### config.mk
export PLATFORM = sky130hd
export DESIGN_NAME = obj_mtl_byte_tokenizer
export DESIGN_NICKNAME = d
export VERILOG_FILES = /design/src/rtl/btok_pkg.sv /design/src/rtl/obj_mtl_byte_tokenizer.sv /design/src/rtl/btok_rq.sv
export SDC_FILE = /design/constraint.sdc
export NUM_CORES = 1
export LEC_CHECK = 0
export BUFFER_PORTS_ARGS = -buffer_cell sky130_fd_sc_hd__buf_2
export CORE_MARGIN = 2
export CORE_UTILIZATION = 55
export CTS_CLUSTER_DIAMETER = 50
export DETAILED_ROUTE_END_ITERATION = 12
export GPL_TIMING_DRIVEN = 1
export PLACE_DENSITY = 0.72
export SLEW_MARGIN = 40
export SYNTH_ARGS = -nofsm -noshare
export SYNTH_HDL_FRONTEND = slang
export SYNTH_SLANG_ARGS = --single-unit
### constraint.sdc
create_clock -name clk_i -period 6.8 [get_ports clk_i]
set_clock_uncertainty 0.1 [all_clocks]
set_input_delay 1.36 -clock clk_i [delete_from_list [all_inputs] [get_ports clk_i]]
set_output_delay 1.36 -clock clk_i [all_outputs]
set_load 0.05 [all_outputs]
### src/rtl/btok_pkg.sv
`default_nettype none

package btok_pkg;

  localparam int OFFSET_BITS = 32;
  localparam int LENGTH_BITS = 16;
  localparam int KW_COUNT    = 36;
  localparam int KW_MAX_LEN  = 9;
  localparam int KW_IDX_BITS = 6;

  localparam int RQ_DEPTH    = 4;
  localparam int RQ_PTR_BITS = 2;
  localparam int RQ_CNT_BITS = 3;

  typedef enum logic [2:0] {
    KIND_NUMBER  = 3'd0,
    KIND_IDENT   = 3'd1,
    KIND_KEYWORD = 3'd2,
    KIND_SLASH   = 3'd3,
    KIND_EOF     = 3'd4,
    KIND_UNKNOWN = 3'd5
  } token_kind_e;

  typedef struct packed {
    logic [7:0] char_byte;
    logic       final_byte;
  } byte_in_t;

  typedef struct packed {
    token_kind_e              token_kind;
    logic [KW_IDX_BITS-1:0]   keyword_index;
    logic [OFFSET_BITS-1:0]   start_offset;
    logic [LENGTH_BITS-1:0]   token_length;
    logic                     run_end;
  } token_out_t;

  // Up to two results are written into the result queue per accepted byte.
  typedef struct packed {
    logic [1:0]       count;
    token_out_t [1:0] slot;
  } rq_push_t;

  localparam logic [7:0] CH_HASH   = 8'h23;
  localparam logic [7:0] CH_SLASH  = 8'h2F;
  localparam logic [7:0] CH_NL     = 8'h0A;
  localparam logic [7:0] CH_SPACE  = 8'h20;
  localparam logic [7:0] CH_MINUS  = 8'h2D;
  localparam logic [7:0] CH_DOT    = 8'h2E;
  localparam logic [7:0] CH_UNDER  = 8'h5F;
  localparam logic [7:0] CH_BSLASH = 8'h5C;
  localparam logic [7:0] CH_QUOTE  = 8'h27;
  localparam logic [7:0] CH_COLON  = 8'h3A;

  // Keyword text, right-justified in the word; the first character is the
  // most significant of the used bytes.
  localparam logic [8*KW_MAX_LEN-1:0] KW_TEXT [KW_COUNT] = '{
    "v", "vt", "vn", "f", "o", "g",
    "usemtl", "mtllib", "s", "l", "p",
    "newmtl", "Ka", "Kd", "Ks", "Ke", "Ns",
    "Ni", "d", "Tr", "Tf", "illum",
    "sharpness", "map_Kd", "map_Ka", "map_Ks",
    "map_Ke", "map_Ns", "map_d", "map_Tr",
    {"map_", "bump"}, "bump", {"map_", "refl"}, "refl",
    "disp", "decal"
  };

  localparam int KW_LEN [KW_COUNT] = '{
    1, 2, 2, 1, 1, 1,
    6, 6, 1, 1, 1,
    6, 2, 2, 2, 2, 2,
    2, 1, 2, 2, 5,
    9, 6, 6, 6,
    6, 6, 5, 6,
    8, 4, 8, 4,
    4, 5
  };

  function automatic logic is_digit(input logic [7:0] c);
    return c inside {[8'h30:8'h39]};
  endfunction

  function automatic logic is_alnum(input logic [7:0] c);
    return c inside {[8'h30:8'h39], [8'h41:8'h5A], [8'h61:8'h7A]};
  endfunction

  function automatic logic is_space(input logic [7:0] c);
    return c inside {CH_SPACE, [8'h09:8'h0D]};
  endfunction

  function automatic logic is_ident_start(input logic [7:0] c);
    return is_alnum(c) || (c inside {CH_UNDER, CH_DOT, CH_BSLASH, CH_QUOTE, CH_COLON});
  endfunction

  function automatic logic is_ident_cont(input logic [7:0] c);
    return is_ident_start(c) || (c inside {CH_SLASH, CH_MINUS});
  endfunction

  function automatic logic is_number_cont(input logic [7:0] c);
    return is_digit(c) || (c inside {CH_DOT, CH_MINUS});
  endfunction

  // Advances the per-keyword match vector by one token byte at position cnt.
  function automatic logic [KW_COUNT-1:0] kw_step(input logic [KW_COUNT-1:0] m,
                                                  input logic [LENGTH_BITS-1:0] cnt,
                                                  input logic [7:0] c);
    logic [KW_COUNT-1:0]     r;
    logic                    hit;
    logic [8*KW_MAX_LEN-1:0] text;
    r = '0;
    for (int i = 0; i < KW_COUNT; i++) begin
      hit  = 1'b0;
      text = KW_TEXT[i] << (8 * (KW_MAX_LEN - KW_LEN[i]));
      for (int k = 0; k < KW_MAX_LEN; k++) begin
        if (k < KW_LEN[i] && cnt == LENGTH_BITS'(k) &&
            text[8*(KW_MAX_LEN-1-k) +: 8] == c) begin
          hit = 1'b1;
        end
      end
      r[i] = m[i] && hit;
    end
    return r;
  endfunction

  // Builds the result for a token that is being closed.
  function automatic token_out_t make_token(input logic is_num,
                                            input logic [OFFSET_BITS-1:0] start,
                                            input logic [LENGTH_BITS-1:0] cnt,
                                            input logic [KW_COUNT-1:0] m);
    token_out_t t;
    t.token_kind    = is_num ? KIND_NUMBER : KIND_IDENT;
    t.keyword_index = '0;
    t.start_offset  = start;
    t.token_length  = cnt;
    t.run_end       = 1'b0;
    if (!is_num) begin
      for (int i = KW_COUNT - 1; i >= 0; i--) begin
        if (m[i] && cnt == LENGTH_BITS'(KW_LEN[i])) begin
          t.token_kind    = KIND_KEYWORD;
          t.keyword_index = KW_IDX_BITS'(i);
        end
      end
    end
    return t;
  endfunction

endpackage

`default_nettype wire

### src/rtl/obj_mtl_byte_tokenizer.sv
// Byte-stream tokenizer for OBJ and MTL text.
// Input channel: one source byte per beat, with a flag on the last byte of a
// source. Output channel: one token per beat (kind, keyword index, start
// offset, length, and a run_end flag on the last token caused by a byte).
// A byte yields zero, one or two tokens.
// Each accepted byte is classified and the scanner state updated in the same
// cycle; the resulting tokens are written into a four-entry result queue, so
// a token reaches the output only from the registered queue, never directly.
// The block takes one byte per cycle as long as the queue has two free entries;
// unstalled, the queue drains one token per cycle, so a steady stream of bytes
// each giving at most one token runs at full rate even with a token waiting.
// When the receiver stalls, tokens stay in the queue and input stall rises
// once fewer than two entries are free.
// Reset empties the queue and returns the scanner to whitespace skipping at
// offset zero. After a final byte the scanner returns to the same state, so
// the next byte starts a new source.
// Keywords are matched incrementally: one match bit per keyword is narrowed
// by each token byte, and the surviving bit with the right length wins.
`default_nettype none

module obj_mtl_byte_tokenizer import btok_pkg::*; (
  input  wire logic     clk_i,
  input  wire logic     rst_ni,
  input  wire logic     in_valid_i,
  output logic          in_stall_o,
  input  wire byte_in_t in_data_i,
  output logic          out_valid_o,
  input  wire logic     out_stall_i,
  output token_out_t    out_data_o
);

  typedef enum logic [1:0] {
    MODE_SKIP    = 2'd0,
    MODE_COMMENT = 2'd1,
    MODE_NUMBER  = 2'd2,
    MODE_IDENT   = 2'd3
  } mode_e;

  mode_e                  mode_q, mode_d;
  logic [OFFSET_BITS-1:0] pos_q, pos_d, pos_inc;
  logic [OFFSET_BITS-1:0] start_q, start_d;
  logic [LENGTH_BITS-1:0] cnt_q, cnt_d, cnt_inc;
  logic [KW_COUNT-1:0]    match_q, match_d;

  logic        in_fire;
  logic        space;
  logic [7:0]  c;
  logic        handled, skipped;
  logic        v_a, v_b, v_c, v_d;
  token_kind_e kind_b;
  token_out_t  tok_a, tok_b, tok_c, tok_d, tok_x;
  rq_push_t    push;

  assign in_stall_o = !space;
  assign in_fire    = in_valid_i && space;

  always_comb begin
    c       = in_data_i.char_byte;
    mode_d  = mode_q;
    start_d = start_q;
    cnt_d   = cnt_q;
    match_d = match_q;
    handled = 1'b0;
    skipped = 1'b0;
    v_a     = 1'b0;
    v_b     = 1'b0;
    v_c     = 1'b0;
    v_d     = 1'b0;
    kind_b  = KIND_SLASH;
    cnt_inc = (cnt_q == '1) ? cnt_q : LENGTH_BITS'(cnt_q + 1'b1);
    pos_inc = OFFSET_BITS'(pos_q + 1'b1);
    tok_a   = make_token(mode_q == MODE_NUMBER, start_q, cnt_q, match_q);

    case (mode_q)
      MODE_NUMBER: begin
        if (is_number_cont(c)) begin
          cnt_d   = cnt_inc;
          match_d = kw_step(match_q, cnt_q, c);
          handled = 1'b1;
        end else begin
          v_a    = 1'b1;
          mode_d = MODE_SKIP;
        end
      end
      MODE_IDENT: begin
        if (is_ident_cont(c)) begin
          cnt_d   = cnt_inc;
          match_d = kw_step(match_q, cnt_q, c);
          handled = 1'b1;
        end else begin
          v_a    = 1'b1;
          mode_d = MODE_SKIP;
        end
      end
      MODE_COMMENT: begin
        if (c == CH_NL) begin
          mode_d = MODE_SKIP;
        end
        skipped = 1'b1;
        handled = 1'b1;
      end
      default: ;
    endcase

    // A byte that closed a token is scanned again as if from whitespace.
    if (!handled) begin
      if (is_space(c)) begin
        skipped = 1'b1;
      end else if (c == CH_HASH) begin
        mode_d  = MODE_COMMENT;
        skipped = 1'b1;
      end else if (c == CH_SLASH) begin
        v_b    = 1'b1;
        kind_b = KIND_SLASH;
      end else if (c == CH_MINUS || is_digit(c)) begin
        mode_d  = MODE_NUMBER;
        start_d = pos_q;
        cnt_d   = LENGTH_BITS'(1);
        match_d = kw_step('1, '0, c);
      end else if (is_ident_start(c)) begin
        mode_d  = MODE_IDENT;
        start_d = pos_q;
        cnt_d   = LENGTH_BITS'(1);
        match_d = kw_step('1, '0, c);
      end else begin
        v_b    = 1'b1;
        kind_b = KIND_UNKNOWN;
      end
    end

    tok_c = make_token(mode_d == MODE_NUMBER, start_d, cnt_d, match_d);
    if (in_data_i.final_byte) begin
      if (mode_d == MODE_NUMBER || mode_d == MODE_IDENT) begin
        v_c = 1'b1;
      end else if (skipped) begin
        v_d = 1'b1;
      end
    end

    tok_b.token_kind    = kind_b;
    tok_b.keyword_index = '0;
    tok_b.start_offset  = pos_q;
    tok_b.token_length  = LENGTH_BITS'(1);
    tok_b.run_end       = 1'b1;

    tok_d.token_kind    = KIND_EOF;
    tok_d.keyword_index = '0;
    tok_d.start_offset  = pos_inc;
    tok_d.token_length  = '0;
    tok_d.run_end       = 1'b1;

    // At most one of the slash/unknown, final-token and end-of-file results
    // occurs, and it comes after the closed token whenever both occur.
    if (v_b) begin
      tok_x = tok_b;
    end else if (v_c) begin
      tok_x = tok_c;
    end else begin
      tok_x = tok_d;
    end
    tok_x.run_end = 1'b1;
    tok_a.run_end = !(v_b || v_c || v_d);

    push.slot[0] = v_a ? tok_a : tok_x;
    push.slot[1] = tok_x;
    push.count   = in_fire ? (2'(v_a) + 2'(v_b || v_c || v_d)) : 2'd0;

    pos_d = pos_inc;
    if (in_data_i.final_byte) begin
      mode_d  = MODE_SKIP;
      pos_d   = '0;
      start_d = '0;
      cnt_d   = '0;
      match_d = '0;
    end
  end

  always_ff @(posedge clk_i or negedge rst_ni) begin
    if (!rst_ni) begin
      mode_q  <= MODE_SKIP;
      pos_q   <= '0;
      start_q <= '0;
      cnt_q   <= '0;
      match_q <= '0;
    end else if (in_fire) begin
      mode_q  <= mode_d;
      pos_q   <= pos_d;
      start_q <= start_d;
      cnt_q   <= cnt_d;
      match_q <= match_d;
    end
  end

  btok_rq u_rq (
    .clk_i       (clk_i),
    .rst_ni      (rst_ni),
    .push_i      (push),
    .space_o     (space),
    .out_valid_o (out_valid_o),
    .out_stall_i (out_stall_i),
    .out_data_o  (out_data_o)
  );

  a_open_token_nonempty: assert property (@(posedge clk_i) disable iff (!rst_ni)
    (mode_q == MODE_NUMBER || mode_q == MODE_IDENT) |-> cnt_q != '0)
    else $error("open token with zero length");

  a_final_resets: assert property (@(posedge clk_i) disable iff (!rst_ni)
    (in_fire && in_data_i.final_byte) |=> (mode_q == MODE_SKIP && pos_q == '0))
    else $error("scanner not returned to start after final byte");

  a_offset_advances: assert property (@(posedge clk_i) disable iff (!rst_ni)
    (in_fire && !in_data_i.final_byte) |=>
      pos_q == OFFSET_BITS'($past(pos_q) + 1'b1))
    else $error("byte offset did not advance by one");

  a_no_push_when_idle: assert property (@(posedge clk_i) disable iff (!rst_ni)
    !in_fire |-> push.count == 2'd0)
    else $error("result written without an accepted byte");

endmodule

`default_nettype wire

### src/rtl/btok_rq.sv
`default_nettype none

module btok_rq import btok_pkg::*; (
  input  wire logic       clk_i,
  input  wire logic       rst_ni,
  input  wire rq_push_t   push_i,
  output logic            space_o,
  output logic            out_valid_o,
  input  wire logic       out_stall_i,
  output token_out_t      out_data_o
);

  token_out_t             mem_q [RQ_DEPTH];
  logic [RQ_PTR_BITS-1:0] wr_q, wr_d;
  logic [RQ_PTR_BITS-1:0] rd_q, rd_d;
  logic [RQ_CNT_BITS-1:0] cnt_q, cnt_d;
  logic                   pop;

  assign out_valid_o = (cnt_q != '0);
  assign out_data_o  = mem_q[rd_q];
  assign pop         = out_valid_o && !out_stall_i;
  // A new byte may bring two results, so room for two is required.
  assign space_o     = (cnt_q <= RQ_CNT_BITS'(RQ_DEPTH - 2));

  always_comb begin
    wr_d  = RQ_PTR_BITS'(wr_q + RQ_PTR_BITS'(push_i.count));
    rd_d  = pop ? RQ_PTR_BITS'(rd_q + 1'b1) : rd_q;
    cnt_d = RQ_CNT_BITS'(cnt_q + RQ_CNT_BITS'(push_i.count) - RQ_CNT_BITS'(pop));
  end

  always_ff @(posedge clk_i) begin
    if (push_i.count != 2'd0) begin
      mem_q[wr_q] <= push_i.slot[0];
    end
    if (push_i.count == 2'd2) begin
      mem_q[RQ_PTR_BITS'(wr_q + 1'b1)] <= push_i.slot[1];
    end
  end

  always_ff @(posedge clk_i or negedge rst_ni) begin
    if (!rst_ni) begin
      wr_q  <= '0;
      rd_q  <= '0;
      cnt_q <= '0;
    end else begin
      wr_q  <= wr_d;
      rd_q  <= rd_d;
      cnt_q <= cnt_d;
    end
  end

endmodule

`default_nettype wire

==> impl_metrics.csv, run 1 <==
group,metric,value,unit
status,status,"finished clean",
timing,holdWs,0.372,ns
drt,wl_met1,30700,um
yosys,synth_edf_count,228,
drt,wl_met3,8080,um
critical_path,crit_type,"reg2reg",
yosys,syn_nets,2389,
yosys,yosys_warnings,0,
placed_design,dp_cells,2841,
placed_design,hpwl,50000,um
job,max_cap_viol_count,0,
cts,postCtsHoldBufs,0,
layout,nNetsFinal,2384,
timing,max_clock_freq,0.170,GHz
drt,detail_route.wl_per_cell,25.4,um
cts,cts_resized,0,
critical_path,cp.arrival,6.18,ns
grt,grt_first_pass_wirelength,114000,um
cts,cts.htree.levels,2,
timing,drv_slew,0,
yosys,yosys-top-cells-area,"edfxtp_1, dfrtp_1, o21ai_0",
floorplan,die_w,204,um
placed_design,pre_cts_ws,0.541,ns
timing,rsz0062_at_grt,"false",
cts,postCtsSetupBuffers,0,
critical_path,crit_fanout,16,
power_and_ir_drop,max-vdd-ir-drop,0.244,mV
critical_path,cp-start-kind,"flop",
drt,routed-wl-met2,32700,um
cts,clockBufferDepth,3,
timing,hold_violations,0,
timing,tns,0,ns
grt,grt_pass1_vias,19110,
critical_path,end_kind,"flop",
cts,cts.sinks,357,
layout,fillers,3312,
yosys,syn_avg_cell_area,9.26,um2
cts,clk_pin_slew,0.06,ns
drt,drt_iter0_markers,2609,
timing,worst_slew_pin_slew,0.907,ns
floorplan,die_area,0.0414,mm2
timing,worst_slack,0.911,ns
power_and_ir_drop,p_leak,8.50,nW
critical_path,crit_chain,"ha_1, and3_1, nand4_1, nor3_1, o211a_1, mux2i_1, o21ai_0, or4_1, or3_4, a311oi_1, o32ai_1, a31oi_1, o211ai_1, o22ai_1",
drt,vias,20311,
cts,clk_latency,0.57,ns
yosys,yosysUniqueCellTypes,86,
yosys,ys_seq_elements,357,
placed_design,routabilityCongestion,1.01,
yosys,synthArstFlopShare,0.350,
placed_design,io_buffers,72,
grt,grt.overflow.total,0,
drt,wirelength,74100,um
grt,grt_util_all_layers,0.359,
cts,cts_root_buf,"clkbuf_16",
layout,antennaDiodeCount,0,
placed_design,placed_cell_area,0.0230,mm2
floorplan,dieHeight,204,um
floorplan,io_pins,73,
yosys,synth_area,0.0219,mm2
timing,period_needed,5.89,ns
floorplan,row_count,73,
layout,syn_to_final_growth,10.8,%
drt,antenna_left,0,
layout,seq_area,0.0101,mm2
drt,drc,0,
grt,grt_antenna_before_repair,2,
cts,cts_buffers,42,
floorplan,start_util,0.554,
floorplan,coreArea,0.0395,mm2
min_path,min_path_type,"reg2reg",
cts,cts_tree,"built",
critical_path,cp_slowest_cell,"ha_1",
drt,top_layer,"met5",
yosys,ys.flop_type,"edfxtp_1",
yosys,netlist_instances,2365,
drt,dr.pass1.iters,6,
yosys,ys_seq_area_frac,0.459,
timing,slew_headroom,0.391,
layout,final_layout_size_suffix_gt1_frac,0.137,
critical_path,worstPathRequired,7.09,ns
grt,grt_max_degree,97,
timing,finalSetupViolations,0,
power_and_ir_drop,power_density,348,mW/mm2
timing,period_share,0.866,
layout,finalInstanceArea,0.0243,mm2
yosys,synth_top_area_share,0.313,
critical_path,slowest_delay,0.68,ns
yosys,yosys.area.top_type,"edfxtp_1",
drt,viasPerCell,6.97,
layout,multi_input_area,0.0110,mm2
layout,fin_cells,2916,
[layer usage]
layer | vias to the layer above | track usage
met5 | - | 0
met4 | 2 | 0.133
met3 | 170 | 0.0754
met2 | 1221 | 0.538
met1 | 9925 | 0.516
li1 | 8993 | -
[cells in the mapped netlist, drive strengths merged, types with 33 or more instances]
library cell and count:
mux4 58, a22oi 38, a22o 65, a21oi 169, buf 33, o22ai 77, nor2 172, nand3 79
dfrtp 125, clkbuf 168, nor3 61, edfxtp 228, o21ai 276, nand2 353, inv 35
[per-stage QoR]
step	total power [mW]	util
finish	8.44	0.613
global route	8.76	0.613
CTS	8.41	0.613
detailed placement	6.28	0.580
global placement	6.21	0.580
floorplan	5.26	-
[worst paths after layout]
| check | endpoint | start | slack (ns) | cells after the start |
|---|---|---|---|---|
| worst min register to register | u_rq.mem_q[2][0] | u_rq.mem_q[2][0] | 0.37 | 1 |
| min in group asynchronous | mode_q[0] | rst_ni | 0.77 | 1 |
| worst max register to register | u_rq.mem_q[0][49] | cnt_q[1] | 0.91 | 14 |
| worst max-delay path | u_rq.mem_q[0][49] | cnt_q[1] | 0.91 | 14 |
| max in group asynchronous | start_q[18] | rst_ni | 4.67 | 2 |
| worst min-delay path | u_rq.mem_q[2][0] | u_rq.mem_q[2][0] | 0.37 | 1 |
[placed cells by master (no fill, tap or decap), drive strengths merged, types with 8 or more instances in the layout]
cell type | synthesis | layout
or2 | 8 | 8
nand4 | 25 | 25
a21boi | 14 | 14
a22oi | 38 | 38
o22ai | 77 | 77
nand2 | 353 | 353
o32ai | 8 | 8
dfrtp | 125 | 125
nand2b | 13 | 13
clkinv | 1 | 15
o31ai | 17 | 17
mux2i | 28 | 28
nand3 | 79 | 79
and2 | 16 | 16
nor3 | 61 | 61
a31oi | 17 | 17
nor4 | 21 | 21
a211oi | 8 | 8
nor2b | 14 | 14
o211ai | 20 | 20
nor2 | 172 | 172
a21o | 12 | 12
and3 | 31 | 31
a22o | 65 | 65
inv | 35 | 40
o21ai | 276 | 276
mux4 | 58 | 58
or3 | 14 | 14
buf | 33 | 151
a32oi | 21 | 21
clkbuf | 168 | 55
a21oi | 169 | 169
ha | 10 | 10
edfxtp | 228 | 228
[kinds of logic (layout without fill, tap and decap cells)]
kind of cell,after synthesis,after routing,share of synthesized area
flip-flops,357,357,0.459
AND/OR/NAND/NOR,847,847,0.180
buffers and inverters,237,263,0.0418
multiplexers,87,87,0.0730
AO/OA/AOI/OAI,812,812,0.234
XOR/XNOR,14,14,0.00560
adder cells (fa/ha/maj),11,11,0.00663
[where the power goes]
part           switching (mW)  internal [mW]  leakage (nW)
Sequential              0.312           2.61          3.82
Clock                   0.929           1.21         0.635
Combinational            2.41          0.967          4.04
Total                    3.65           4.79          8.50
[sequential cells by signal, indices dropped and copies added, names as in the netlist, 3 cells and up]
signal,cells
u_rq.mem_q,232
match_q,36
pos_q,32
start_q,32
cnt_q,16
u_rq.cnt_q,3
[critical path: cells and delay by family (launching register included)]
| family | cells | cell delay [ns] |
|---|---|---|
| mux | 1 | 0.41 |
| fa+ha+maj | 1 | 0.68 |
| simple gates | 5 | 2.37 |
| compound gates | 7 | 1.61 |
| flops | 1 | 0.53 |
[final cells by class]
class | instances | area share
multi-input cells | 1771 | 0.455
flip-flops and latches | 357 | 0.415
clock buffers | 54 | 0.0461
repair buffers | 152 | 0.0443
well taps | 525 | 0.0271
clock inverters | 21 | 0.00702
inverters | 36 | 0.00562
Note: power is estimated with default switching activity, not from simulation.
==> run 2, diff against run 1 <==
--- a/config.mk
+++ b/config.mk
@@ -7,12 +7,13 @@
 export LEC_CHECK = 0
 export BUFFER_PORTS_ARGS = -buffer_cell sky130_fd_sc_hd__buf_2
 export CORE_MARGIN = 2
-export CORE_UTILIZATION = 55
+export CORE_UTILIZATION = 60
 export CTS_CLUSTER_DIAMETER = 50
 export DETAILED_ROUTE_END_ITERATION = 12
 export GPL_TIMING_DRIVEN = 1
-export PLACE_DENSITY = 0.72
+export PLACE_DENSITY = 0.77
 export SLEW_MARGIN = 40
 export SYNTH_ARGS = -nofsm -noshare
 export SYNTH_HDL_FRONTEND = slang
+export SYNTH_HIERARCHICAL = 1
 export SYNTH_SLANG_ARGS = --single-unit
==> run 2 against run 1 <==
  * Synthesized cell count decreased by 2.9%
  * Non-clock buffer count shrank 12
  * Final area up 5.9%
  * Worst setup slack lost 0.21 ns
  * Sequential share of layout area fell by 2.2 points
  * Combinational power increased by 8.6%
  * Largest cell class unchanged
==> impl_metrics.csv, run 2 <==
group,metric,value,unit
cts,cts_tree,"built",
layout,nNetsFinal,2320,
timing,period_needed,6.10,ns
layout,final_layout_size_suffix_gt1_frac,0.236,
critical_path,cp-start-kind,"primary input",
drt,viasPerCell,7.09,
cts,clk_pin_slew,0.06,ns
yosys,synthXorXnorAreaFrac,0.00602,
floorplan,start_util,0.605,
critical_path,rr_endpoint,"u_rq/mem_q[1][56]",
yosys,ys.flop_type,"edfxtp_1",
yosys,ys_seq_area_frac,0.434,
job,max_cap_viol_count,0,
timing,drv_slew,0,
cts,cts_resized,0,
critical_path,reg2reg_slack,0.82,ns
layout,antennaDiodeCount,0,
drt,detail_route.wl_per_cell,27.4,um
yosys,yosys-top-cells-area,"edfxtp_1, dfrtp_1, mux2_2",
layout,finalInstanceArea,0.0257,mm2
drt,drc,0,
layout,largest-register,"u_rq/mem_q",
cts,cts_root_buf,"clkbuf_16",
critical_path,worstPathRequired,7.03,ns
floorplan,die_area,0.0404,mm2
min_path,min_to,"start_q[30]",
floorplan,coreArea,0.0385,mm2
layout,final_cell_mix,"nand2_1, edfxtp_1, mux2_2, o21ai_0, nor2_1",
yosys,synth_mux_area_frac,0.186,
grt,grt_pass1_vias,19187,
yosys,synth_edf_count,232,
cts,postCtsSetupBuffers,0,
yosys,syn_avg_cell_area,10.1,um2
status,status,"finished clean",
placed_design,placed_cell_area,0.0242,mm2
grt,grt_max_degree,80,
placed_design,pre_cts_ws,0.284,ns
grt,grt_antenna_before_repair,0,
yosys,synth-simple-area-share,0.163,
timing,worst_slack,0.699,ns
grt,grt.overflow.total,0,
floorplan,io_pins,73,
yosys,synthAdderAreaFrac,0.00623,
cts,cts.sinks,357,
timing,max_clock_freq,0.164,GHz
critical_path,critical-path-top-delay-family,"compound AO/OA/AOI/OAI gates",
yosys,ys_seq_elements,357,
timing,hold_violations,0,
critical_path,path_buf_inv,2,
critical_path,crit_chain,"buf_2, o21ai_1, a211oi_2, o22ai_2, o21a_1, buf_4, nand3_1, o311ai_0, and3_1, and3b_1, o221ai_1, nor4_1, and4_1, o221ai_1, mux2_1",
yosys,synth_compound_area_frac,0.163,
critical_path,cp.arrival,6.33,ns
floorplan,die_w,201,um
drt,vias,20203,
critical_path,slowest_delay,0.58,ns
cts,postCtsHoldBufs,0,
grt,grt_first_pass_wirelength,118000,um
layout,fin_cells,2851,
cts,cts_buffers,46,
power_and_ir_drop,p_leak,9.76,nW
yosys,synth_top_area_share,0.299,
drt,drt_iter0_markers,2493,
grt,grt_util_all_layers,0.384,
timing,holdWs,0.412,ns
timing,rsz0062_at_grt,"false",
min_path,min_path_type,"reg2reg",
layout,syn_to_final_growth,10.4,%
critical_path,r2r_cells,14,
floorplan,row_count,72,
power_and_ir_drop,max-vdd-ir-drop,0.235,mV
timing,worst_slew_pin_slew,0.867,ns
timing,period_share,0.897,
timing,finalSetupViolations,0,
critical_path,crit_path_frequent_cell,"o221ai_1",
drt,wirelength,78200,um
yosys,yosys.area.top_type,"edfxtp_1",
min_path,hold_depth,2,
yosys,synth_area,0.0233,mm2
critical_path,end_kind,"flop",
placed_design,hpwl,52400,um
placed_design,dp_cells,2765,
floorplan,dieHeight,201,um
timing,slew_headroom,0.416,
critical_path,crit_type,"in2reg",
drt,antenna_left,0,
critical_path,cp_slowest_cell,"nor4_1",
layout,final_common_cell,"nand2_1",
yosys,yosysUniqueCellTypes,103,
cts,clk_latency,0.60,ns
yosys,synth_most_common_cell,"nand2_1",
placed_design,routabilityCongestion,1.04,
yosys,yosys_warnings,6,
drt,dr.pass1.iters,7,
layout,largest_reg_flops,232,
critical_path,crit_fanout,18,
critical_path,r2r_start,"cnt_q[1]",
power_and_ir_drop,design_power_total,9.06,mW
cts,cts.htree.levels,2,
yosys,synthArstFlopShare,0.350,
yosys,netlist_top_cells_count,"nand2_1, edfxtp_1, mux2_2, o21ai_0, nor2_1",
layout,largestRegisters,"u_rq/mem_q (232), match_q (36)",
yosys,synth_top_family_by_area,"multiplexers",
cts,clockBufferDepth,3,
placed_design,io_buffers,72,
power_and_ir_drop,power_density,353,mW/mm2
yosys,netlist_instances,2296,
min_path,hold_start,"start_q[30]",
[run 2: cell types whose count changed after synthesis, moves of 13 or more]
cell / delta
nand2_1: -112
a32oi_1: -16
mux2_4: +29
o21ai_0: -77
mux2_2: +201
a21o_1: +14
nor2_1: +13
clkbuf_1: -35
a21oi_1: -59
nor3_1: +33
nand3_1: -22
a22o_1: -39
buf_2: +21
o22ai_1: -47
[run 2: where the power goes]
| part | switching (mW) | internal, mW |
|---|---|---|
| clock | 0.968 | 1.45 |
| sequential | 0.255 | 2.71 |
| combinational | 2.51 | 1.17 |
| total | 3.73 | 5.33 |
[run 2: metal layers]
metal | up-vias | routed length [um] | share of wire | GRT usage
met3 | 174 | 9210 | 0.12 | 0.0883
li1 | 8762 | - | - | -
met2 | 1326 | 34400 | 0.44 | 0.569
met4 | 0 | 2260 | 0.029 | 0.116
met5 | - | 0 | 0 | 0
met1 | 9941 | 32400 | 0.41 | 0.563
[run 2: final cells by class]
type,count,area [um2]
Clock buffer,70,1350
Clock inverter,15,158
Fill cell,2899,12800
Inverter,35,131
Multi-Input combinational cell,1716,12300
Sequential cell,357,10100
Tap cell,518,648
Timing Repair Buffer,140,985
[run 2: worst max path at each step]
| stage | from | endpoint | slack [ns] | cells after the start |
|---|---|---|---|---|
| final | in_data_i[2] | u_rq/mem_q[1][56] | 0.70 | 15 |
| after global routing | in_data_i[4] | u_rq/mem_q[1][56] | 0.36 | 15 |
| after CTS | in_data_i[2] | u_rq/mem_q[1][56] | 0.89 | 15 |
| after global placement | in_data_i[1] | u_rq/mem_q[1][56] | 0.54 | 15 |
| after detailed placement | in_data_i[2] | u_rq/mem_q[1][56] | 0.28 | 15 |
| after floorplan | in_data_i[1] | u_rq/mem_q[0][0] | -0.35 | 15 |
[run 2: cell families (layout without fill, tap and decap cells)]
kind of cell	count (synthesis)	count (layout)
DFF	357	357
and+or+nand+nor	777	777
other	1	4
adders and majority gates	11	11
muxes	319	319
xor gates and xnor gates	16	16
buffers and inverters	226	260
AOI/OAI and AO/OA	589	589
[run 2: worst register-to-register path: cells and delay by family, from the launching register on]
kind	cells	cell delay (ns)
multiplexers	1	0.36
flip-flops	1	0.58
adder cells (fa/ha/maj)	1	0.53
AND/OR/NAND/NOR	8	2.90
AO/OA/AOI/OAI	4	1.26
[run 2: metrics by stage]
step | utilization | TNS, ns
after floorplan | - | -20.35
after global placement | 0.627 | 0
after detailed placement | 0.628 | 0
after CTS | 0.667 | 0
after global routing | 0.668 | 0
final | 0.668 | 0
